===== src/rtl/bitmap_font_text_renderer_assert.svh =====
// Assertion macros for the bitmap font text renderer.
// Needs clk and rst_n in the scope that uses them.
`ifndef BITMAP_FONT_TEXT_RENDERER_ASSERT_SVH
`define BITMAP_FONT_TEXT_RENDERER_ASSERT_SVH

// Same-cycle implication, checked out of reset.
`define BFTR_ASSERT_NOW(label, ante, cons) \
    label: assert property (@(posedge clk) disable iff (!rst_n) (ante) |-> (cons)) \
        else $error("bftr assertion failed");

// Next-cycle implication, checked out of reset.
`define BFTR_ASSERT_NEXT(label, ante, cons) \
    label: assert property (@(posedge clk) disable iff (!rst_n) (ante) |=> (cons)) \
        else $error("bftr assertion failed");

`endif


===== src/rtl/bftr_pkg.sv =====
// Shared types and constants for the bitmap font text renderer.
// No dependencies.
`timescale 1ns / 1ps
`default_nettype none

package bftr_pkg;

    localparam int GLYPHS_DEF       = 512;
    localparam int GLYPH_HEIGHT_DEF = 16;
    localparam int GLYPH_WIDTH_DEF  = 8;
    localparam int COORD_BITS_DEF   = 16;
    localparam int QUEUE_DEPTH      = 4;

    localparam logic [7:0] NEWLINE_CODE = 8'd10;
    localparam logic [7:0] LEFT_BIT     = 8'h80;

    // configuration register indexes
    localparam logic [2:0] CFG_ORIGIN_X   = 3'd0;
    localparam logic [2:0] CFG_ORIGIN_Y   = 3'd1;
    localparam logic [2:0] CFG_FOREGROUND = 3'd2;
    localparam logic [2:0] CFG_BACKGROUND = 3'd3;
    localparam logic [2:0] CFG_OPAQUE     = 3'd4;
    localparam logic [2:0] CFG_GLYPH_TOT  = 3'd5;

    // queued command kinds
    typedef enum logic [1:0] {
        OP_LOAD,
        OP_DRAW,
        OP_ERROR
    } op_t;

    typedef enum logic {
        BK_IDLE,
        BK_ROWS
    } back_state_t;

    typedef struct packed {
        logic full;
        logic empty;
    } qstat_t;

    // columns that lie inside the glyph cell, leftmost at bit 7
    function automatic logic [7:0] column_mask(input int width);
        logic [7:0] m;
        m = '0;
        for (int i = 0; i < 8; i++)
        begin
            if (i < width)
            begin
                m = m | (LEFT_BIT >> i);
            end
        end
        return m;
    endfunction

endpackage

`default_nettype wire


===== src/rtl/bftr_queue.sv =====
// Small register queue between the front and back ends.
// Depends on bftr_pkg.
`timescale 1ns / 1ps
`default_nettype none

module bftr_queue #(
    parameter int WIDTH = 8,
    parameter int DEPTH = bftr_pkg::QUEUE_DEPTH
) (
    input  wire logic               clk,
    input  wire logic               rst_n,
    input  wire logic               push,
    input  wire logic [WIDTH-1:0]   push_data,
    input  wire logic               pop,
    output logic [WIDTH-1:0]        pop_data,
    output bftr_pkg::qstat_t        qstat
);

    localparam int PW = (DEPTH > 2) ? $clog2(DEPTH) : 1;
    localparam int CW = $clog2(DEPTH + 1);

    logic [WIDTH-1:0] slot_reg [DEPTH];
    logic [PW-1:0]    head_reg, head_next;
    logic [PW-1:0]    tail_reg, tail_next;
    logic [CW-1:0]    count_reg, count_next;

    function automatic logic [PW-1:0] bump(input logic [PW-1:0] p);
        return (p == PW'(DEPTH - 1)) ? '0 : p + PW'(1);
    endfunction

    always_comb
    begin
        head_next  = pop ? bump(head_reg) : head_reg;
        tail_next  = push ? bump(tail_reg) : tail_reg;
        count_next = count_reg;
        if (push && !pop)
        begin
            count_next = count_reg + CW'(1);
        end
        else if (pop && !push)
        begin
            count_next = count_reg - CW'(1);
        end
    end

    always_ff @(posedge clk or negedge rst_n)
    begin
        if (!rst_n)
        begin
            head_reg  <= '0;
            tail_reg  <= '0;
            count_reg <= '0;
        end
        else
        begin
            head_reg  <= head_next;
            tail_reg  <= tail_next;
            count_reg <= count_next;
        end
    end

    always_ff @(posedge clk)
    begin
        if (push)
        begin
            slot_reg[tail_reg] <= push_data;
        end
    end

    assign pop_data    = slot_reg[head_reg];
    assign qstat.full  = (count_reg == CW'(DEPTH));
    assign qstat.empty = (count_reg == '0);

endmodule

`default_nettype wire


===== config.mk =====
export PLATFORM = sky130hd
export DESIGN_NAME = bftr_queue
export DESIGN_NICKNAME = d
export VERILOG_FILES = /design/src/rtl/bitmap_font_text_renderer_assert.svh /design/src/rtl/bftr_pkg.sv /design/src/rtl/bftr_queue.sv
export SDC_FILE = /design/constraint.sdc
export NUM_CORES = 1
export LEC_CHECK = 0
export ABC_AREA = 1
export BUFFER_PORTS_ARGS = -buffer_cell sky130_fd_sc_hd__buf_2
export CAP_MARGIN = 20
export CORE_MARGIN = 2
export CORE_UTILIZATION = 28
export CTS_CLUSTER_SIZE = 12
export DETAILED_ROUTE_END_ITERATION = 8
export GPL_ROUTABILITY_DRIVEN = 0
export SYNTH_ARGS = -nofsm -noshare
export SYNTH_HDL_FRONTEND = slang
export SYNTH_SLANG_ARGS = --single-unit

===== constraint.sdc =====
create_clock -name clk -period 1.09 [get_ports clk]
set_input_delay 0.2725 -clock clk [delete_from_list [all_inputs] [get_ports clk]]
set_output_delay 0.2725 -clock clk [all_outputs]
set_load 0.02 [all_outputs]

Yosys cells after proc, flatten, opt, wreduce, memory -nomap -nowiden:

Memories as Yosys holds them, arrays and structs flattened.
Cells that the tools add are included.

* register bits: 7
* bits in latches: 0
* memory bits (writable): 32
* bits in read-only memories: 0
* bits of input ports: 12
* output and inout port bits: 10
* logic and storage cells: 23
* memories kept: 1

* add/subtract/negate cells: 4
* $mul: 0
* divide/modulo/power cells: 0
* magnitude comparators: 0
* equality and inequality tests: 3
* shift operators: 0
* multiplexer cells: 6
* bitwise operators: 0
* reductions and logical operators: 6

Memories
* slot_reg: words 4, bits a word 8, rd ports 1, clocked after memory_dff 0, write ports 1, RTL line bftr_queue.sv:22 `logic [WIDTH-1:0] slot_reg [DEPTH];`

Operator list (number)
* two-way mux 3 bit: 2
* adder 2 x 1 -> 2 bit, second input constant: 2
* equality test 2 bit, second input constant: 2
* two-way mux 2 bit: 2
* adder 3 x 1 -> 3 bit, second input constant: 1
* equality test 3 bit, second input constant: 1
* zero test 3 bit: 1
* subtractor 3 x 1 -> 3 bit, second input constant: 1
* logical AND 1 bit: 2
* zero test 1 bit: 2
* two-way mux 1 bit: 2
* nonzero test 2 bit: 1

Longest topological paths before layout:

* word-level depth: 4
* gate-level depth with buffers: 9
* gate-level depth less buffers: 9

Worst setup path after synthesis:

Ideal clock, no wire load.

* kind: in2reg
* start: in pop
* end: reg count_reg[2]
* arrival: 1.135 ns
* path slack: -0.162 ns
* stages: 8
* path buffers: 0
* cells stage by stage: inv_1 ha_1 inv_1 fa_1 nand2_1 nand3_1 nand2_1 nand2_1

* cells in the longest elaborated chain, start to end: 3

RTL lines
* from (decl): RTL line bftr_queue.sv:14 `input wire logic pop,`
* zero test 1 bit: RTL line bftr_queue.sv:36 `if (push && !pop)`
* logical AND 1 bit: RTL line bftr_queue.sv:36
* two-way mux 3 bit or nonzero test 2 bit (tied branches)
* to (signal assigned): RTL line bftr_queue.sv:58 `count_reg <= count_next;`
* to (decl): RTL line bftr_queue.sv:25 `logic [CW-1:0] count_reg, count_next;`

Parallel ways exist; a longest one is shown, timed or not.
A chain may end at the register's enable or synchronous reset.

Final worst setup path:

* start: reg head_reg[0]
* end: out pop_data[1]

* cells in the longest elaborated chain, start to end: 1

RTL lines
* from (decl): RTL line bftr_queue.sv:23 `logic [PW-1:0] head_reg, head_next;`
* from (signal assigned): RTL line bftr_queue.sv:56 `head_reg <= head_next;`
* memory (4 x 8 bit)
* to (decl): RTL line bftr_queue.sv:15 `output logic [WIDTH-1:0] pop_data,`

No other way between the ends.

==> out/qor_table.md <==
| Group | Parameter | Reported |
| --- | --- | --- |
| die | Die height | 82.10 um |
| global routing | Met1 GRT Util | 11.79% |
| critical path | Worst reg2reg endpoint | count_reg[2] |
| critical path | Critical R2R Launch | count_reg[0] |
| critical path | Startpoint type of the worst setup path | flip-flop |
| synthesis | Library cell with the largest summed area after synthesis | sky130_fd_sc_hd__edfxtp_1 |
| layout | Max FFs per register | 32 |
| critical path | Depth of the worst register-to-register path | 6 |
| place | Half-perimeter wire length after detailed placement | 2047 um |
| die | Number of cell rows | 28 |
| critical path | Worst EP required | 0.82 ns |
| global routing | Number of antenna violations at the first check in global routing | 0 |
| die | I/O Pins | 22 |
| routing | Number of vias per cell | 4.274 |
| critical path | End point of the critical path | pop_data[1] |
| routing | Total number of vias | 1124 |
| layout | Proportion of layout cells with a drive suffix above 1 | 44.68% |
| synthesis | Sequential element share of the synthesized area | 66.52% |
| global routing | Met2 GRT Util | 18.46% |
| power and ir drop | Power density relative to cell area | 2585 nW/um2 |
| critical path | Worst setup slack for register-to-register paths | -0.20 ns |
| timing | Headroom to the max-slew limit | 85.94% |
| die | Chip Width | 82.10 um |
| timing | Fin crit period | 1.579 ns |
| timing | Final setup violating endpoints | 44 |
| layout | Summed area of non-filler cells in the final layout | 2387 um2 |
| power and ir drop | Leakage power total | 0.001006 uW |
| timing | Final count of pins violating max slew | 0 |
| layout | Layout Cells excl Fill | 263 |
| timing | RSZ-0062 raised after global routing | true |
| synthesis | Area fraction of the dominant cell type after synthesis | 56.26% |
| synthesis | Post-Synthesis Net Count | 164 |
| layout | Final antenna diode count | 0 |
| clock network | TritonCTS sink count | 39 |
| critical path | Critical Path Fanout Max | 17 |
| layout | Number of nets in the layout | 206 |
| timing | Maximum clock skew at final layout | 0.009856 ns |
| synthesis | Synthesized area per cell | 11.78 um2 |
| clock network | Clock transition at the registers of the reported paths | 0.08 ns |
| critical path | Type of element capturing the critical path | output pin |
| critical path | Critical path class | reg2out |
| global routing | Global routing usage on met3 | 2.826% |
| die | Floorplan Core Area | 5921 um2 |
| synthesis | Number of synthesized register bits | 39 |
| critical path | Critical path launch point | head_reg[0] |
| clock network | Clock tree root buffer cell | sky130_fd_sc_hd__clkbuf_8 |
| clock network | Clock tree from TritonCTS | done |
| synthesis | Warning count from the yosys run | 0 |
| critical path | Arrival time worst endpoint | 1.31 ns |
| routing | Initial DRT Pass Iterations | 4 |
| timing | Post-route fraction of the period consumed by the critical path | 144.9% |
| power and ir drop | IR drop worst, VDD | 0.0007370 V |
| routing | DRC violation total after the first TritonRoute iteration | 65 |
| layout | Signed area change from the synthesized netlist to the final layout | 39.78% |
| clock network | Number of clock buffers inserted by TritonCTS | 5 |
| synthesis | Unique cell type count in the Yosys netlist | 18 |
| status | Outcome | complete, but fails checks |
| place | Number of buffer cells added on primary ports | 21 |
| timing | Hold violation count in the final report | 0 |
| clock network | Maximum number of buffers from clock root to sink | 2 |
| run | Count of maximum capacitance violations | 0 |
| die | Overall die area | 6740 um2 |
| layout | Layout fillers | 552 |
| global routing | Largest net degree at the start of global routing | 18 |
| routing | Final routed wirelength across all metal layers | 3191 um |
| place | Placed inst area | 2023 um2 |
| clock network | Clock latency reported for the late side of the worst-skew pair | 0.29 ns |
| synthesis | Netlist area before placement | 1708 um2 |
| timing | Worst Slack Setup Final | -0.4890 ns |
| timing | Max Clock Freq | 633.3 MHz |
| synthesis | Top cells by area, synth | sky130_fd_sc_hd__edfxtp_1 (56%), sky130_fd_sc_hd__dfrtp_1 (10%), sky130_fd_sc_hd__nand2_1 (8.8%) |
| routing | Number of nets with antenna violations after detailed routing | 0 |
| routing | DRC violation count after routing | 0 |
| layout | Area occupied by multi-input gates | 563.0 um2 |
| timing | Measured slew at the worst slew-check pin | 0.2099 ns |
| global routing | Most Used Layer, Global Route | met2 |
| clock network | Htree depth | 2 |
| global routing | Total Routing Usage GR | 10.57% |
| layout | FF/Latch Area | 1140 um2 |
| status | Violations in the final reports | negative setup slack |
| place | Placed Cells incl. Taps | 247 |
| hold path | HP Class | in2reg |
| global routing | First-pass GRT wire length | 5064 um |
| global routing | Total grt overflow | 0 |
| synthesis | Gate count of the mapped netlist | 145 |
| global routing | Number of global-route vias before repair | 1081 |
| routing | Routed wire length per instance | 12.13 um |
| die | Initial core utilization | 28.85% |
==> per-stage QoR <==
step           power, uW  util [%]  setup slack (ns)  TNS (ns)  hold WS (ns)
5_1_grt             6587     40.32           -0.5789    -7.399        0.1892
4_1_cts             6020     39.45           -0.5080    -6.007        0.1872
3_5_place_dp        4268     34.17           -0.3270    -5.369        0.1171
3_3_place_gp        4221     34.17           -0.2886    -5.088        0.1146
2_1_floorplan       3532         -           -0.1070   -0.9844      -0.02309
6_report            6171     40.32           -0.4890    -5.417        0.1931
==> cell usage in the layout, fill, tap and decap left out <==
cell type | Yosys | layout
sky130_fd_sc_hd__edfxtp_1 | 32 | 32
sky130_fd_sc_hd__nand2_1 | 40 | 25
sky130_fd_sc_hd__inv_1 | 27 | 19
sky130_fd_sc_hd__buf_2 | 0 | 17
sky130_fd_sc_hd__o211ai_1 | 16 | 16
sky130_fd_sc_hd__nand2_2 | 0 | 12
sky130_fd_sc_hd__buf_6 | 2 | 9
sky130_fd_sc_hd__buf_4 | 1 | 9
sky130_fd_sc_hd__ha_4 | 0 | 6
sky130_fd_sc_hd__clkbuf_8 | 1 | 5
sky130_fd_sc_hd__inv_2 | 2 | 4
sky130_fd_sc_hd__dfrtp_1 | 7 | 4
sky130_fd_sc_hd__nand2_4 | 0 | 3
sky130_fd_sc_hd__dfrtp_2 | 0 | 3
sky130_fd_sc_hd__buf_12 | 0 | 3
sky130_fd_sc_hd__inv_4 | 0 | 2
sky130_fd_sc_hd__inv_8 | 0 | 2
sky130_fd_sc_hd__nor3_2 | 0 | 2
sky130_fd_sc_hd__o21ai_0 | 3 | 2
sky130_fd_sc_hd__inv_12 | 0 | 1
sky130_fd_sc_hd__clkinv_8 | 0 | 1
sky130_fd_sc_hd__xnor2_1 | 1 | 1
sky130_fd_sc_hd__o21ai_1 | 1 | 1
sky130_fd_sc_hd__nor2_1 | 1 | 1
sky130_fd_sc_hd__o21ai_2 | 0 | 1
sky130_fd_sc_hd__nand3_1 | 1 | 1
sky130_fd_sc_hd__nand4_1 | 1 | 1
sky130_fd_sc_hd__fa_2 | 0 | 1
sky130_fd_sc_hd__clkinv_4 | 0 | 1
sky130_fd_sc_hd__bufinv_16 | 0 | 1
sky130_fd_sc_hd__clkinv_2 | 0 | 1
sky130_fd_sc_hd__dlygate4sd3_1 | 0 | 1
==> worst max-delay path, cell delays in order (launching register included) <==
cell	delay, ns
sky130_fd_sc_hd__dfrtp_1	0.39
sky130_fd_sc_hd__inv_2	0.10
sky130_fd_sc_hd__buf_12	0.14
sky130_fd_sc_hd__nand2_1	0.05
sky130_fd_sc_hd__o211ai_1	0.10
sky130_fd_sc_hd__nand2_2	0.06
sky130_fd_sc_hd__buf_2	0.15
==> worst min path at each step <==
stage                     depth (start not counted)  slack (ns)              to    startpoint
after detailed placement                          1        0.12    count_reg[0]         rst_n
after global placement                            1        0.11    count_reg[0]         rst_n
after floorplan                                   0       -0.02    count_reg[0]         rst_n
final                                             1        0.19  slot_reg[0][2]  push_data[2]
after global routing                              1        0.19  slot_reg[0][2]  push_data[2]
after CTS                                         1        0.19  slot_reg[0][2]  push_data[2]
==> cells in the mapped netlist, drive strengths merged <==
cell type / number
buf: 3
clkbuf: 1
dfrtp: 7
edfxtp: 32
fa: 1
ha: 6
inv: 29
nand2: 40
nand3: 1
nand4: 1
nor2: 1
nor3: 2
o211ai: 16
o21ai: 4
xnor2: 1
==> where the power goes <==
part,internal [uW],switching [uW],leakage [uW]
registers,1960,223,0.000375
logic,1300,1500,0.000572
clock network,681,507,0.0000581
total,3940,2230,0.00101
==> routing by layer <==
layer  part of all wire (%)  vias up
li1                       -      569
met4                    2.4        0
met5                      0        -
met1                     41      534
met3                    3.3        5
met2                     54       16
==> kinds of logic after synthesis <==
logic type,synth area share (%)
buffers and inverters,8.938
AO/OA/AOI/OAI,8.205
XOR/XNOR,0.5129
flip-flops,66.52
AND/OR/NAND/NOR,10.26
adder cells (fa/ha/maj),5.568
==> timing repair <==
item / in CTS / in global routing
endpoints found under the setup margin: 45 / 45
pin swaps: 6 / 2
gates cloned: 1 / 0
hold buffers: 1 / 0
resized for setup: 41 / 14
setup buffers: 6 / 1
hold endpoints to repair: 7 / 0
==> final cells by class <==
class | count | share of cell area, %
timing repair buffer | 39 | 13.57
multi-input combinational | 73 | 23.58
tap | 75 | 3.931
inverter | 29 | 6.447
clock buffer | 5 | 2.883
sequential | 39 | 47.75
clock inverter | 3 | 1.834
No activity file was read; power rests on OpenSTA's default activity.
