`src/rtl/bitmap_font_text_renderer_assert.svh`:
```
// Assertion macros for the bitmap font text renderer.
// Needs clk and rst_n in the scope that uses them.
`ifndef BITMAP_FONT_TEXT_RENDERER_ASSERT_SVH
`define BITMAP_FONT_TEXT_RENDERER_ASSERT_SVH

// Same-cycle implication, checked out of reset.
`define BFTR_ASSERT_NOW(label, ante, cons) \
    label: assert property (@(posedge clk) disable iff (!rst_n) (ante) |-> (cons)) \
        else $error("bftr assertion failed");

// Next-cycle implication, checked out of reset.
`define BFTR_ASSERT_NEXT(label, ante, cons) \
    label: assert property (@(posedge clk) disable iff (!rst_n) (ante) |=> (cons)) \
        else $error("bftr assertion failed");

`endif

```
`src/rtl/bftr_pkg.sv`:
```
// Shared types and constants for the bitmap font text renderer.
// No dependencies.
`timescale 1ns / 1ps
`default_nettype none

package bftr_pkg;

    localparam int GLYPHS_DEF       = 512;
    localparam int GLYPH_HEIGHT_DEF = 16;
    localparam int GLYPH_WIDTH_DEF  = 8;
    localparam int COORD_BITS_DEF   = 16;
    localparam int QUEUE_DEPTH      = 4;

    localparam logic [7:0] NEWLINE_CODE = 8'd10;
    localparam logic [7:0] LEFT_BIT     = 8'h80;

    // configuration register indexes
    localparam logic [2:0] CFG_ORIGIN_X   = 3'd0;
    localparam logic [2:0] CFG_ORIGIN_Y   = 3'd1;
    localparam logic [2:0] CFG_FOREGROUND = 3'd2;
    localparam logic [2:0] CFG_BACKGROUND = 3'd3;
    localparam logic [2:0] CFG_OPAQUE     = 3'd4;
    localparam logic [2:0] CFG_GLYPH_TOT  = 3'd5;

    // queued command kinds
    typedef enum logic [1:0] {
        OP_LOAD,
        OP_DRAW,
        OP_ERROR
    } op_t;

    typedef enum logic {
        BK_IDLE,
        BK_ROWS
    } back_state_t;

    typedef struct packed {
        logic full;
        logic empty;
    } qstat_t;

    // columns that lie inside the glyph cell, leftmost at bit 7
    function automatic logic [7:0] column_mask(input int width);
        logic [7:0] m;
        m = '0;
        for (int i = 0; i < 8; i++)
        begin
            if (i < width)
            begin
                m = m | (LEFT_BIT >> i);
            end
        end
        return m;
    endfunction

endpackage

`default_nettype wire

```
`src/rtl/bftr_front.sv`:
```
// Front end: accepts input words, keeps the cursor and halt flag,
// and queues load, draw and error commands. Depends on bftr_pkg.
`timescale 1ns / 1ps
`default_nettype none

module bftr_front #(
    parameter int GLYPHS       = bftr_pkg::GLYPHS_DEF,
    parameter int GLYPH_HEIGHT = bftr_pkg::GLYPH_HEIGHT_DEF,
    parameter int GLYPH_WIDTH  = bftr_pkg::GLYPH_WIDTH_DEF,
    parameter int COORD_BITS   = bftr_pkg::COORD_BITS_DEF,
    localparam int GI_BITS     = $clog2(GLYPHS),
    localparam int RB          = (GLYPH_HEIGHT > 1) ? $clog2(GLYPH_HEIGHT) : 1,
    localparam int EW          = 2 + GI_BITS + RB + 8 + 2 * COORD_BITS
) (
    input  wire logic               clk,
    input  wire logic               rst_n,
    input  wire logic               in_valid,
    output logic                    in_ready,
    input  wire logic               mode,
    input  wire logic               first,
    input  wire logic [7:0]         character,
    input  wire logic [8:0]         glyph_index,
    input  wire logic [3:0]         glyph_row,
    input  wire logic [7:0]         row_bits,
    input  wire logic [15:0]        origin_x,
    input  wire logic [15:0]        origin_y,
    input  wire logic [9:0]         glyph_total,
    input  wire bftr_pkg::qstat_t   qstat,
    output logic                    push,
    output logic [EW-1:0]           push_data
);

    logic [COORD_BITS-1:0] cursor_x_reg, cursor_x_next;
    logic [COORD_BITS-1:0] cursor_y_reg, cursor_y_next;
    logic                  halted_reg, halted_next;

    logic [COORD_BITS-1:0] org_x_w, org_y_w, eff_x, eff_y;
    logic                  eff_halted, accept, ld_ok, code_ok;
    logic [31:0]           sx32, sy32;
    logic [12:0]           gi_ext, code_ext;
    logic [5:0]            row_ext;
    bftr_pkg::op_t         op;
    logic [GI_BITS-1:0]    gi;
    logic [RB-1:0]         row;

    // origin is sign-extended into the coordinate width
    assign sx32    = 32'($signed(origin_x));
    assign sy32    = 32'($signed(origin_y));
    assign org_x_w = sx32[COORD_BITS-1:0];
    assign org_y_w = sy32[COORD_BITS-1:0];

    assign gi_ext   = {4'b0, glyph_index};
    assign code_ext = {5'b0, character};
    assign row_ext  = {2'b0, glyph_row};
    assign ld_ok    = (gi_ext < 13'(GLYPHS)) && (row_ext < 6'(GLYPH_HEIGHT));
    assign code_ok  = ({2'b0, character} < glyph_total) && (code_ext < 13'(GLYPHS));

    assign in_ready   = !qstat.full;
    assign accept     = in_valid && in_ready;
    assign eff_x      = first ? org_x_w : cursor_x_reg;
    assign eff_y      = first ? org_y_w : cursor_y_reg;
    assign eff_halted = first ? 1'b0 : halted_reg;

    always_comb
    begin
        cursor_x_next = cursor_x_reg;
        cursor_y_next = cursor_y_reg;
        halted_next   = halted_reg;
        push          = 1'b0;
        op            = bftr_pkg::OP_LOAD;
        gi            = gi_ext[GI_BITS-1:0];
        row           = row_ext[RB-1:0];
        if (accept)
        begin
            if (!mode)
            begin
                push = ld_ok;
            end
            else
            begin
                cursor_x_next = eff_x;
                cursor_y_next = eff_y;
                halted_next   = eff_halted;
                gi            = code_ext[GI_BITS-1:0];
                if (!eff_halted)
                begin
                    if (character == bftr_pkg::NEWLINE_CODE)
                    begin
                        cursor_x_next = org_x_w;
                        cursor_y_next = eff_y + COORD_BITS'(GLYPH_HEIGHT);
                    end
                    else if (!code_ok)
                    begin
                        halted_next = 1'b1;
                        push        = 1'b1;
                        op          = bftr_pkg::OP_ERROR;
                    end
                    else
                    begin
                        push          = 1'b1;
                        op            = bftr_pkg::OP_DRAW;
                        cursor_x_next = eff_x + COORD_BITS'(GLYPH_WIDTH);
                    end
                end
            end
        end
    end

    assign push_data = {op, gi, row, row_bits, eff_x, eff_y};

    always_ff @(posedge clk or negedge rst_n)
    begin
        if (!rst_n)
        begin
            cursor_x_reg <= '0;
            cursor_y_reg <= '0;
            halted_reg   <= 1'b0;
        end
        else
        begin
            cursor_x_reg <= cursor_x_next;
            cursor_y_reg <= cursor_y_next;
            halted_reg   <= halted_next;
        end
    end

endmodule

`default_nettype wire

```
`config.mk`:
```
export PLATFORM = sky130hd
export DESIGN_NAME = bftr_front
export DESIGN_NICKNAME = d
export VERILOG_FILES = /design/src/rtl/bitmap_font_text_renderer_assert.svh /design/src/rtl/bftr_pkg.sv /design/src/rtl/bftr_front.sv
export SDC_FILE = /design/constraint.sdc
export NUM_CORES = 1
export LEC_CHECK = 0
export BUFFER_PORTS_ARGS = -buffer_cell sky130_fd_sc_hd__buf_2
export CAP_MARGIN = 20
export CORE_MARGIN = 5
export CORE_UTILIZATION = 33
export CTS_CLUSTER_DIAMETER = 100
export DETAILED_ROUTE_END_ITERATION = 10
export GPL_ROUTABILITY_DRIVEN = 1
export HOLD_SLACK_MARGIN = 0.15
export PLACE_DENSITY_LB_ADDON = 0.05
export SYNTH_ARGS = -nofsm -noshare
export SYNTH_HDL_FRONTEND = slang
export SYNTH_SLANG_ARGS = --single-unit
```
`constraint.sdc`:
```
create_clock -name clk -period 1.7 [get_ports clk]
set_input_delay 0.085 -clock clk [delete_from_list [all_inputs] [get_ports clk]]
set_output_delay 0.085 -clock clk [all_outputs]
set_load 0.005 [all_outputs]
```
# Yosys cells after proc, flatten, opt, wreduce, memory -nomap -nowiden
# Index checks and enable logic that the tools add are counted.
[totals]
register_bits = 33
wordCells = 37
[op_classes]
n_addsub = 2
magnitude_cmp = 4
n_eq_ne = 1
muxes = 22
n_reduce_logical = 5
[ops]
columns = ["cell", "count"]
rows = [
  ["$mux 16", 7],
  ["$mux 9", 2],
  ["$add 16x4->16 const B", 1],
  ["$add 16x5->16 const B", 1],
  ["$lt 8x10->1", 1],
  ["$lt 8x10->1 const B", 1],
  ["$lt 9x10->1 const B", 1],
  ["$mux 2", 5],
  ["$eq 8x4->1 const B", 1],
  ["$mux 1", 8],
  ["$lt 4x5->1 const B", 1],
  ["$logic_and 1x1->1", 3],
  ["$reduce_and 2->1", 1],
  ["$logic_not 1->1", 1],
]

# Logic depth before layout (Yosys ltp)
# Gate-level depths: netlist of the first run.
[logic_depth]
word_depth = 7
mapped_depth = 10
ltp_nobuf = 9

# Least setup slack after synthesis of the first run
# Ideal clock, no wire load.
[synth_path]
kind = "input to register"
start = "input port glyph_total[7]"
end = "register cursor_x_reg[15]"
setup_time_ps = 135
arrival_time_ps = 1717
required_time_ps = 1565
setup_slack_ps = -151
stages = 9
n_path_buf = 0
cell_sequence = "inv_1 > ha_1 > a21o_1 > nand2_1 > o41a_1 > nand3_2 > or4_4 > mux2i_1 > o211ai_1"
[synth_between]
elab_chain_cells = 5
[synth_lines]
columns = ["item", "line_no", "text"]
rows = [
  ["from (decl)", "bftr_front.sv:27", "input wire logic [9:0] glyph_total,"],
  ["$lt 8x10->1", "bftr_front.sv:56", "assign code_ok = ({2'b0, character} < glyph_total) && (code_ext < 13'(GLYPHS));"],
  ["$logic_and 1x1->1", "bftr_front.sv:56", ""],
  ["$mux 16", "bftr_front.sv:92", "else if (!code_ok)"],
  ["$mux 16", "bftr_front.sv:87", "if (character == bftr_pkg::NEWLINE_CODE)"],
  ["$mux 16", "bftr_front.sv:85", "if (!eff_halted)"],
  ["to (signal assigned)", "bftr_front.sv:121", "cursor_x_reg <= cursor_x_next;"],
  ["to (decl)", "bftr_front.sv:33", "logic [COORD_BITS-1:0] cursor_x_reg, cursor_x_next;"],
]
# Every way passes these cells.
# A chain may end at the register's enable or synchronous reset.

# Worst setup path after layout of the first run
[layout_path]
start = "register cursor_x_reg[6]"
end = "register cursor_x_reg[15]"
[layout_between]
elab_chain_cells = 5
[layout_lines]
columns = ["item", "line_no", "text"]
rows = [
  ["$mux 16", "bftr_front.sv:60", "assign eff_x = first ? org_x_w : cursor_x_reg;"],
  ["$add 16x4->16", "bftr_front.sv:102", "cursor_x_next = eff_x + COORD_BITS'(GLYPH_WIDTH);"],
  ["$mux 16", "bftr_front.sv:92", ""],
  ["$mux 16", "bftr_front.sv:87", ""],
  ["$mux 16", "bftr_front.sv:85", ""],
]
# Every way passes these cells.

==> results.md, run 1 <==
Synthesis:
- Yosys printed 0 warnings.
- The number of synthesized flops with an enable pin is 0.
- The mean post-synth cell area is 8.408 um2.
- For this run, the leading register cell type out of synthesis is dfrtp_1.
- The sequential-to-total area share from yosys stat is 29.23%.
- The count of unique library cells instantiated by Yosys is 57.
- In the synthesized netlist the async set-or-reset flop fraction comes to 100.0%.
- The number of synthesized register bits is 33.
- The post-synthesis net count is 423.
- The combined area of all synthesized cells is 0.002825 mm2.
- The post-synthesis instance total is 336.

Detailed routing:
- The routed length per instance is 14.82 um.
- The detailed router finished its first iteration with 81 violations.
- In this run the remaining antenna-violating nets after routing total 0.
- Dividing the detail-routed via count by the number of cells gives 4.834.
- Wires add up to 9.026 mm.
- The DRC violation count after routing is 0.
- The total via count in the routed design is 2944.
- The length of the first detailed-routing pass in iterations is 4.

Critical path:
- Tracing the worst setup path back leads to its startpoint at cursor_x_reg[6].
- The most critical setup path has its endpoint at cursor_x_reg[15].
- Among all stages on the critical path, the largest delay is contributed by or4_4.
- STA puts the critical path data required time at 1.86 ns.
- The kind of cell adding the most delay to the critical path is simple AND/OR/NAND/NOR gates.
- The startpoint of the lowest-slack register-to-register path is cursor_x_reg[6].
- For flop-to-flop paths, the worst setup slack is -0.13 ns.
- The classification of the worst setup path is flop to flop.
- Data arrives at the worst endpoint at 1.99 ns.
- In this run the critical register-to-register path is captured at cursor_x_reg[15].
- The number of buffer and inverter instances along the worst setup path is 0.
- The endpoint type of the worst setup path is a flop.
- Walking the worst path, the cells encountered are nor2b_4 > a31oi_4 > a21oi_2 > nand2_2 > or4_4 > mux2i_1 > o211ai_1.
- The instance count on the critical path is 7.
- The worst setup path is launched from a flop.
- The number of cells on the worst reg-to-reg path is 7.
- For this run, the slowest stage of the critical path takes 0.56 ns.
- The largest fanout on the critical path is 2.

Timing:
- After routing, the total negative slack on setup checks comes to -0.1683 ns.
- The clock period minus final worst setup slack is 1.825 ns.
- The number of hold violations in the final report is 0.
- On the final layout, the worst clock skew is 0.006551 ns.
- The highest clock frequency the design can meet is 547.9 MHz.
- The worst-margin pin slew is 0.4587 ns.
- The count of final max-slew check failures is 0.
- After layout, the worst setup slack is -0.1253 ns.
- The worst slew margin relative to its limit is 69.42%.
- Setup repair after global routing could not meet its margin everywhere.
- Dividing the final minimum period by the clock period gives 107.4%.
- Setup violations remaining at the end of the flow were counted as 4.

GRT:
- The initial antenna violation count is 0.
- After global routing the overflow that remains totals 0.
- The total routing resource utilization after global routing is 17.11%.
- Entering global routing, the biggest net connects 38 pins.
- The number of global-route vias before repair is 3077.
- The first global-routing pass estimated 14.40 mm of wire.

Clocking:
- The tree is rooted in a clkbuf_8.
- TritonCTS built the clock tree.
- The clock transition at the registers of the reported paths is 0.07 ns.
- The latest clock arrival within the worst-skew pair is 0.29 ns.
- The number of buffers created by CTS is 5.
- The clock tree synthesis step divided the H-tree into 2 levels.
- In this run the deepest clock path goes through 2 buffers.
- Clock tree synthesis found a total of 33 sinks.

Pwr:
- The analysis attributes to cell leakage a power of 0.002111 uW.
- Dividing total power by cell area gives a power density of 716.6 mW/mm2.
- The peak supply drop is 320.5 uV.
- The total power of the final layout is 2994 uW.

Floorplanning:
- Measured along the y axis, the die boundary spans 102.5 um.
- The die area is 0.01051 mm2.
- After floorplanning, the core was sized to cover 0.008299 mm2.
- The starting density of the core is 34.04%.
- The chip width is 102.5 um.
- The number of top-level pins is 135.
- The number of placement rows is 33.

Cells and area:
- The core occupancy in the finished layout is 50.34%.
- The net count reported at finish is 591.
- The area of all placed cells without fillers is 0.004178 mm2.
- The area growth from synthesis to layout is 47.87%.
- The share of layout cells above drive strength 1 is 46.23%.
- For this run, the number of standard cells in the final layout without fillers is 609.
- 0 antenna diodes ended up in the layout.

Placement:
- The final HPWL from detailed placement is 7.048 mm.
- The number of placed instances, taps included, is 582.
- During placement, the flow inserted port buffers numbering 109.
- The weighted congestion at the end of routability-driven global placement is 0.8482.
- The cell area after placement is 0.003794 mm2.

Hold path:
- The class of the tightest hold or removal check is input pin to flop.

Status:
- The flow ran to the end, but the final reports show violations.
- The final reports fail on setup timing.

Flow run:
- Across the run, the number of max-cap violations was 0.
-- layout make-up --
cell class,count,area [um2]
Inverter,20,77.57
Clock buffer,5,68.82
Fill cell,837,4121
Tap cell,105,131.4
Multi-Input combinational cell,256,1846
Timing Repair Buffer,188,1194
Sequential cell,33,825.8
Clock inverter,2,35.03
-- routing by layer --
metal / up-vias / wire (um) / global-route usage, %
met5: - / 0 / 0
met2: 103 / 3998 / 28.25
met4: 0 / 107 / 4.642
met1: 1340 / 4268 / 23.09
met3: 13 / 652 / 2.977
li1: 1488 / - / -
-- metrics by stage --
step	setup slack, ns	hold WS (ns)
after floorplan	-0.07704	-0.2106
after global placement	-0.1947	0.1667
after detailed placement	-0.2531	0.1631
after CTS	-0.1316	0.1512
after global routing	-0.2068	0.1700
final	-0.1253	0.1573
-- report_power, final --
group	internal (uW)	total, uW	switching [uW]
Clock	426	730	304
Sequential	952	1050	101
Combinational	648	1210	562
Total	2030	2990	968
-- cell usage after synthesis, types with 2 or more instances --
| library cell | n | share of area [%] |
|---|---|---|
| and2_1 | 3 | 0.66 |
| nand3_1 | 7 | 1.2 |
| buf_6 | 5 | 2.0 |
| a32oi_1 | 3 | 0.93 |
| o22ai_1 | 2 | 0.44 |
| a21o_1 | 3 | 0.80 |
| xor2_1 | 7 | 2.2 |
| nand3_2 | 3 | 1.1 |
| mux2_2 | 22 | 8.8 |
| o21a_1 | 2 | 0.53 |
| inv_1 | 19 | 2.5 |
| nor2_1 | 12 | 1.6 |
| nor2b_1 | 3 | 0.66 |
| ha_1 | 9 | 4.0 |
| a21oi_2 | 2 | 0.62 |
| a21oi_1 | 8 | 1.4 |
| o21ai_1 | 7 | 1.2 |
| xnor2_1 | 12 | 3.7 |
| mux2i_1 | 13 | 4.6 |
| o211ai_1 | 2 | 0.53 |
| nand2_2 | 2 | 0.44 |
| nand2_1 | 66 | 8.8 |
| a22oi_1 | 8 | 2.1 |
| clkbuf_1 | 8 | 1.1 |
| nor4_1 | 2 | 0.44 |
| and3_1 | 4 | 0.89 |
| buf_4 | 13 | 3.5 |
| nand2b_1 | 2 | 0.44 |
| dfrtp_1 | 33 | 29 |
| o21ai_0 | 19 | 3.4 |
| a32o_1 | 2 | 0.71 |
| nand4_1 | 3 | 0.66 |
| nor3_1 | 6 | 1.1 |
-- worst min-delay path, stage by stage --
cell and delay [ns]:
buf_2 0.07, mux2_2 0.14, nand2_1 0.05, nand2_1 0.06
-- cells by family after synthesis --
family,count (synthesis),synth area share [%]
compound gates,65,14.92
xor+xnor,19,5.890
fa+ha+maj,9,3.986
buf+inv,47,9.344
flops,33,29.23
mux,35,13.37
simple gates,128,23.25
-- how the worst min path moves through the flow --
stage,start,to,slack (ns),depth (start not counted)
global placement,rst_n,cursor_y_reg[13],0.17,2
global route,row_bits[1],push_data[33],0.17,0
detailed placement,rst_n,cursor_y_reg[13],0.16,2
CTS,origin_y[2],cursor_y_reg[2],0.15,4
floorplan,rst_n,cursor_x_reg[0],-0.21,0
finish,origin_y[2],cursor_y_reg[2],0.16,4
-- repair_timing --
item,in CTS,in global routing
hold buffers,17,0
setup endpoints to repair,7,16
hold endpoints to repair,49,0
setup buffers,2,2
resized for setup,7,11
pin swaps,1,10
-- cell usage in the layout (no fill, tap or decap), drive strengths merged, types with 10 or more instances in the layout --
cell type / count
nand2: 68
o21ai: 27
xnor2: 12
dfrtp: 33
a21oi: 10
inv: 20
nand3: 10
mux2i: 13
nor2: 13
dlygate4sd3: 17
mux2: 22
buf: 171
(Power assumes the default switching activity.)
==> inputs of run 2 (changes only) <==
Settings changed: CORE_UTILIZATION 33 to 35.
==> run 2 against run 1 <==
Compared with the run above:
- the flow still finishes with violations (setup timing)
- sequential share of layout area fell by 0.17 points
- utilization rose by 3.6 points
- cell count rose by 0.33%
- clock power fell by 12%
- worst setup slack got worse by 0.0058 ns
- non-clock buffer count rose by 5
- final area rose by 0.87%
==> results.md, run 2 (synthesis gave the netlist of run 1 again) <==
Status:
- The run finished, with violations left.
- The checks that failed: setup timing.

Timing:
- The number of hold violations in the final report came to 0 (unchanged).
- The tightest hold margin was 0.1700 ns (+0.01271 ns).
- The clock period minus final worst setup slack is 1.831 ns (+0.005785 ns).
- The final setup violation count is 2 (-2).
- The worst slew margin relative to its limit was 68.71% (-0.71 points).
- The highest clock frequency the design can meet is 546.1 MHz (-0.32%).
- The clock tree skew after final layout was 0.004523 ns (-0.002028 ns).
- Setup repair after global routing could not meet its margin everywhere.
- The worst setup margin is -0.1311 ns (-0.005785 ns).
- The worst-margin pin slew is 0.4694 ns (+0.01071 ns).
- The fraction of the cycle the final worst path needs is 107.7% (+0.34 points).
- The count of final max-slew check failures is 0 (unchanged).

Critical path:
- Among cell families on the critical path, the largest total delay comes from simple AND/OR/NAND/NOR gates.
- In this run the worst setup path terminates at cursor_x_reg[15].
- The endpoint type of the worst setup path is a flop.
- The cell count of the worst reg-to-reg path is 7 (unchanged).
- The classification of the worst setup path is flop to flop.
- The biggest cell delay along the critical path is 0.53 ns (-0.03 ns).
- The largest fanout on the critical path is 2 (unchanged).
- The data arrival time of the critical path is 2.00 ns (about the same).
- For this design, the slowest cell found on the critical path is or4_4.
- Tracing the worst setup path back leads to its startpoint at cursor_x_reg[6].
- The instance count on the critical path came to 7 (unchanged).
- The critical register-to-register path endpoint is cursor_x_reg[15].
- The number of buffer and inverter instances along the worst setup path is 0 (unchanged).
- The critical path startpoint category is a flop.
- The critical path goes through nor2b_4 > a31oi_4 > a21oi_2 > nand2_2 > or4_4 > mux2i_1 > o211ai_1.
- The register-to-register setup slack is -0.13 ns (about the same).
- The worst register-to-register path begins at cursor_x_reg[6].
- The worst path required time is 1.86 ns (about the same).

Detailed routing:
- The length of the first detailed-routing pass in iterations is 4 (unchanged).
- The total via count in the routed design is 2934 (-0.34%).
- The number of routed nets with antenna violations is 0 (unchanged).
- The post-detailed-routing wire length is 8.558 mm (-5.2%).
- The DRC violation count after routing came to 0 (unchanged).
- The detailed router's first-iteration violation count is 51 (-37%).
- The routed length per instance came to 14.01 um (-5.5%).
- The post-detailed-route via-to-cell ratio was 4.802 (-0.67%).

GRT:
- The pin count of the biggest net entering global routing is 34 (-11%).
- The total routing resource utilization after global routing came to 17.12% (about the same).
- The initial antenna violation count came to 0 (unchanged).
- The wire length of the first global-routing pass came to 13.87 mm (-3.7%).
- The number of global-route vias before repair is 2965 (-3.6%).
- The final global-route overflow total is 0 (unchanged).

Cells and area:
- The share of layout cells above drive strength 1 is 46.56% (+0.33 points).
- The net count reported at finish came to 596 (+0.85%).
- The antenna cell count is 0 (unchanged).
- The area taken by flip-flops and latches was 825.8 um2 (unchanged).
- The area occupied by multi-input gates is 0.001843 mm2 (-0.14%).
- The core occupancy in the finished layout is 53.97% (+3.6 points).
- The area growth from synthesis to layout is 49.16%.
- The number of filler instances in the final layout is 770 (-8.0%).
- The top cell types in the final layout, fill and taps aside, are 109 x buf_2, 65 x nand2_1, 63 x buf_4.
- The most common cell after layout, fill and taps aside is buf_2.

Pwr:
- The static leakage came to 0.002118 uW (+0.32%).
- The areal power density over the cells came to 688.9 mW/mm2 (-3.9%).
- The peak supply drop is 338.3 uV (+5.5%).

Floorplanning:
- The area of the core region was 0.007807 mm2 (-5.9%).
- The die area is 0.009969 mm2 (-5.2%).
- The vertical extent of the die is 99.85 um (-2.6%).
- The chip width is 99.85 um (-2.6%).
- The number of placement rows is 32 (-3.0%).
- The starting density of the core is 36.19% (+2.1 points).
- The number of top-level pins is 135 (unchanged).

Clocking:
- The latest clock arrival within the worst-skew pair is 0.29 ns (about the same).
- The number of levels the H-tree was split into came to 2 (unchanged).
- The total clock sinks is 33 (unchanged).
- The clock tree from TritonCTS is built.
- The clock transition at the registers of the reported paths is 0.07 ns (about the same).
- The cell at the root of the clock tree is clkbuf_8.
- The number of buffers between clock root and the deepest sink is 2 (unchanged).
- The number of buffers created by CTS was 5 (unchanged).

Hold path:
- The class of the tightest hold or removal check is input pin to output port.
- The startpoint of the most critical hold path is row_bits[3].

Flow run:
- The max-capacitance violation count is 0 (unchanged).

Placement:
- The weighted congestion at the end of routability-driven global placement came to 0.8168 (-3.7%).
- The count of buffers from port buffering was 109 (unchanged).
- The final HPWL from detailed placement is 6.684 mm (-5.2%).
-- run 2: how the worst min path moves through the flow --
stage | slack, ns | cells past startpoint | endpoint
floorplan | -0.21 | 0 | cursor_x_reg[0]
global placement | 0.16 | 2 | cursor_x_reg[3]
detailed placement | 0.15 | 2 | cursor_x_reg[3]
CTS | 0.17 | 0 | push_data[33]
global route | 0.17 | 0 | push_data[36]
finish | 0.17 | 0 | push_data[35]
-- run 2: worst register-to-register path: stages (launching register included) --
cell      delay, ns
dfrtp_1        0.35
nor2b_4        0.20
a31oi_4        0.11
a21oi_2        0.17
nand2_2        0.09
or4_4          0.53
mux2i_1        0.16
o211ai_1       0.10
-- run 2: metal layers --
layer / GRT usage [%] / vias up / wire length [um]
li1: - / 1500 / -
met1: 21.66 / 1355 / 3866
met2: 29.40 / 66 / 4156
met3: 3.892 / 13 / 414
met4: 4.412 / 0 / 120
met5: 0 / - / 0
-- run 2: through the flow --
step | setup slack [ns] | cell area [um2] | setup TNS [ns] | total power [uW] | std cells
floorplan | -0.07704 | 2850 | -0.1362 | 1677 | 336
global placement | -0.2363 | 3825 | -2.300 | 2170 | 582
detailed placement | -0.2802 | 3825 | -2.787 | 2183 | 582
CTS | -0.1180 | 4159 | -0.1180 | 2892 | 610
global route | -0.2085 | 4214 | -0.3116 | 3115 | 611
finish | -0.1311 | 4214 | -0.1597 | 2903 | 611
-- run 2: final cells by class --
type | count | share of cell area, %
Clock buffer | 6 | 1.960
Clock inverter | 1 | 0.1781
Multi-Input combinational cell | 256 | 43.74
Timing Repair Buffer | 193 | 29.66
Inverter | 20 | 1.841
Sequential cell | 33 | 19.60
Tap cell | 102 | 3.028
-- run 2: power breakdown --
part / internal (uW) / leakage, uW / switching (uW) / total [uW]
sequential: 951 / 0.000411 / 107 / 1060
clock: 321 / 0.0000433 / 324 / 644
combinational: 659 / 0.00166 / 542 / 1200
-- run 2: repair_timing --
| action | CTS | global route |
|---|---|---|
| hold buffers | 18 | 0 |
| setup buffers | 3 | 2 |
| hold endpoints to repair | 50 | 0 |
| setup endpoints to repair | 4 | 10 |
| resized for setup | 7 | 9 |
| pin swaps | 4 | 4 |
==> inputs of run 3 (changes only) <==
==> constraint.sdc (replaced) <==
create_clock -name clk -period 1.7 [get_ports clk]
set_input_delay 0.34 -clock clk [delete_from_list [all_inputs] [get_ports clk]]
set_output_delay 0.34 -clock clk [all_outputs]
set_load 0.005 [all_outputs]
==> run 3 against run 2 <==
Compared with the run above:
- the flow still finishes with violations (setup timing)
- routed wire length is 6.8% higher
- global-route usage is 0.88 points higher
- critical path depth is 2 higher
- final area is 10% higher
- highest routed layer unchanged
- critical path type is now input pin to output port
- utilization is 5.6 points higher
- register-to-register slack worse by 0.05 ns
- largest cell class unchanged
- sequential cell count stayed put
- combinational power is 15% higher
- clock-buffer cell count is 1 higher
- first-iteration DRC count is 71% higher
- via count is 2.7% higher
- non-clock buffer count is 7 higher
==> results.md, run 3 (synthesis gave the netlist of run 1 again) <==
Status:
- The run finished, with violations left.
- The final reports fail on setup timing.

Timing:
- Setup repair after global routing could not meet its margin everywhere.
- The clock tree skew after final layout is 0.005454 ns (+0.0009306 ns).
- The worst slew margin relative to its limit is 66.46% (-2.2 points).
- The tightest hold margin is 0.2950 ns (+0.1250 ns).
- The count of final max-slew check failures is 0 (unchanged).
- The worst-margin pin slew came to 0.5031 ns (+0.03370 ns).
- The fraction of the cycle the final worst path needs is 116.0% (+8.3 points).
- The worst setup margin came to -0.2720 ns (-0.1409 ns).
- The number of hold violations in the final report is 0 (unchanged).
- The clock period minus final worst setup slack was 1.972 ns (+0.1409 ns).
- The highest clock frequency the design can meet is 507.1 MHz (-7.1%).
- The final setup violation count was 15 (+13).
- The accumulated negative setup slack is -1.787 ns (-1.627 ns).

Cells and area:
- The count of non-filler cells in the finished layout is 619 (+1.3%).
- The number of filler instances in the final layout is 727 (-5.6%).
- The area growth from synthesis to layout is 64.57%.
- The antenna cell count is 0 (unchanged).
- The net count reported at finish was 603 (+1.2%).
- Leaving out fill and tap cells, the most frequent cell in the layout is buf_2.
- The area of all placed cells without fillers is 0.004649 mm2 (+10%).
- The share of layout cells above drive strength 1 is 57.25% (+11 points).
- In the layout the commonest cells are 98 x buf_2, 74 x buf_4, 61 x nand2_1.

Critical path:
- The worst setup path is captured at an output port.
- The number of buffer and inverter instances along the worst setup path was 4 (+4).
- The largest fanout on the critical path came to 3 (+1).
- The biggest cell delay along the critical path was 0.48 ns (-0.05 ns).
- The critical register-to-register path endpoint is cursor_x_reg[15].
- The kind of cell adding the most delay to the critical path is compound AO/OA/AOI/OAI gates.
- The worst path required time is 1.36 ns (-0.50 ns).
- The critical path startpoint category is an input pin.
- The startpoint of the lowest-slack register-to-register path is cursor_x_reg[6].
- The cell count of the worst reg-to-reg path was 7 (unchanged).
- The data arrival time of the critical path is 1.63 ns (-0.37 ns).
- The register-to-register setup slack is -0.18 ns (-0.05 ns).
- The cell with the largest stage delay on the worst path is o41a_1.
- The timing startpoint of the critical path is glyph_total[7].
- Traced cell by cell, the critical path runs through buf_8 > inv_12 > ha_4 > nand3_2 > o41a_1 > nand2_2 > buf_6 > nor2_2 > buf_2.
- The classification of the worst setup path is input pin to output port.

Detailed routing:
- The detailed router's first-iteration violation count was 87 (+71%).
- The length of the first detailed-routing pass in iterations came to 4 (unchanged).
- The routed length per instance came to 14.76 um (+5.4%).
- The total via count in the routed design is 3014 (+2.7%).
- The post-detailed-routing wire length was 9.138 mm (+6.8%).
- The DRC violation count after routing is 0 (unchanged).
- The post-detailed-route via-to-cell ratio is 4.869 (+1.4%).
- The number of routed nets with antenna violations is 0 (unchanged).

Clocking:
- The cell at the root of the clock tree is clkbuf_8.
- The number of buffers created by CTS is 5 (unchanged).
- The latest clock arrival within the worst-skew pair was 0.29 ns (about the same).
- The total clock sinks is 33 (unchanged).
- The number of levels the H-tree was split into came to 2 (unchanged).
- The number of buffers between clock root and the deepest sink was 2 (unchanged).
- The clock transition at the registers of the reported paths came to 0.07 ns (about the same).
- The clock tree from TritonCTS is built.

Floorplanning:
- The vertical extent of the die is 99.85 um (unchanged).
- The starting density of the core is 36.19% (unchanged).
- The area of the core region is 0.007807 mm2 (unchanged).
- The chip width is 99.85 um (unchanged).
- The number of placement rows was 32 (unchanged).
- The number of top-level pins came to 135 (unchanged).
- The die area is 0.009969 mm2 (unchanged).

Placement:
- The cell area after placement was 0.004009 mm2 (+4.8%).
- The weighted congestion at the end of routability-driven global placement is 0.8201 (+0.40%).
- The count of buffers from port buffering is 109 (unchanged).
- The post-placement setup slack is -0.5578 ns (-0.2775 ns).
- The final HPWL from detailed placement came to 7.085 mm (+6.0%).
- The number of cells in the design after placement came to 595 (+2.2%).

Hold path:
- The worst hold path terminates at cursor_x_reg[1].
- The min-delay analysis places its worst path in the category input pin to flop.
- The hold path depth is 2 (+2).
- The startpoint of the most critical hold path is origin_x[1].

GRT:
- The initial antenna violation count is 0 (unchanged).
- The wire length of the first global-routing pass came to 14.55 mm (+4.9%).
- The number of global-route vias before repair is 3040 (+2.5%).
- The total routing resource utilization after global routing is 18.00% (+0.88 points).
- The pin count of the biggest net entering global routing is 34 (unchanged).
- The final global-route overflow total is 0 (unchanged).

Pwr:
- The net switching power came to 1040 uW (+7.0%).
- The fraction of power consumed by the clock network is 24.7% (+2.5 points).
- The peak supply drop is 463.9 uV (+37%).
- The sequential share of power is 32.7% (-3.8 points).
- The internal power consumption was 2188 uW (+13%).
- The static leakage is 0.002272 uW (+7.3%).
- The share of power burned in combinational logic is 42.6% (+1.2 points).
- The net switching share of the total power is 32.22% (-1.3 points).
- The areal power density over the cells came to 694.3 mW/mm2 (+0.79%).

Flow run:
- The max-capacitance violation count is 0 (unchanged).
-- run 3: changes by cell type in the layout (fill, tap and decap cells not counted), sizes merged --
cell	delta
bufinv	+1
buf	+24
dlygate4sd3	-17
clkbuf	+1
clkinvlp	-1
-- run 3: how the worst max path moves through the flow --
| stage | endpoint | slack, ns | cells after the start |
|---|---|---|---|
| after floorplan | cursor_x_reg[15] | -0.32 | 9 |
| after detailed placement | cursor_x_reg[15] | -0.56 | 10 |
| final | push_data[53] | -0.27 | 9 |
| after global routing | push_data[53] | -0.33 | 9 |
| after global placement | cursor_x_reg[10] | -0.52 | 10 |
| after CTS | push_data[53] | -0.26 | 9 |
-- run 3: per-layer routing --
metal	part of all wire (%)	GRT usage [%]	wire length, um	vias up
met2	51	31.71	4654	64
met1	43	22.74	3912	1421
met3	5.5	3.683	500	7
met5	0	0	0	-
li1	-	-	-	1522
met4	0.77	3.676	70	0
-- run 3: through the flow --
step / total power, uW / util (%)
6_report: 3228 / 59.55
5_1_grt: 3439 / 59.55
4_1_cts: 3168 / 57.36
3_5_place_dp: 2258 / 51.35
3_3_place_gp: 2232 / 51.35
2_1_floorplan: 1701 / -
-- run 3: area by class of cell --
type                       instances  area (um2)  share of cell area (%)
multi-input combinational        256        2062                   44.35
clock inverter                     1       30.03                  0.6459
timing repair buffer             200        1405                   30.22
inverter                          20       112.6                   2.422
clock buffer                       7       86.33                   1.857
sequential                        33       825.8                   17.76
tap                              102       127.6                   2.745
-- run 3: repair_timing --
item                       in CTS  in global routing
buffers inserted               13                  2
resized for setup              60                 42
hold endpoints to repair       33                  0
hold buffers                    1                  0
setup endpoints to repair      51                 31
pin swaps                      26                 23
-- run 3: power groups by stage --
stage / logic [uW] / clock network (uW) / registers [uW]
final: 1380 / 798 / 1050
after global routing: 1510 / 847 / 1080
after CTS: 1310 / 812 / 1050
after detailed placement: 1200 / 0 / 1060
after global placement: 1180 / 0 / 1050
after floorplan: 660 / 0 / 1040
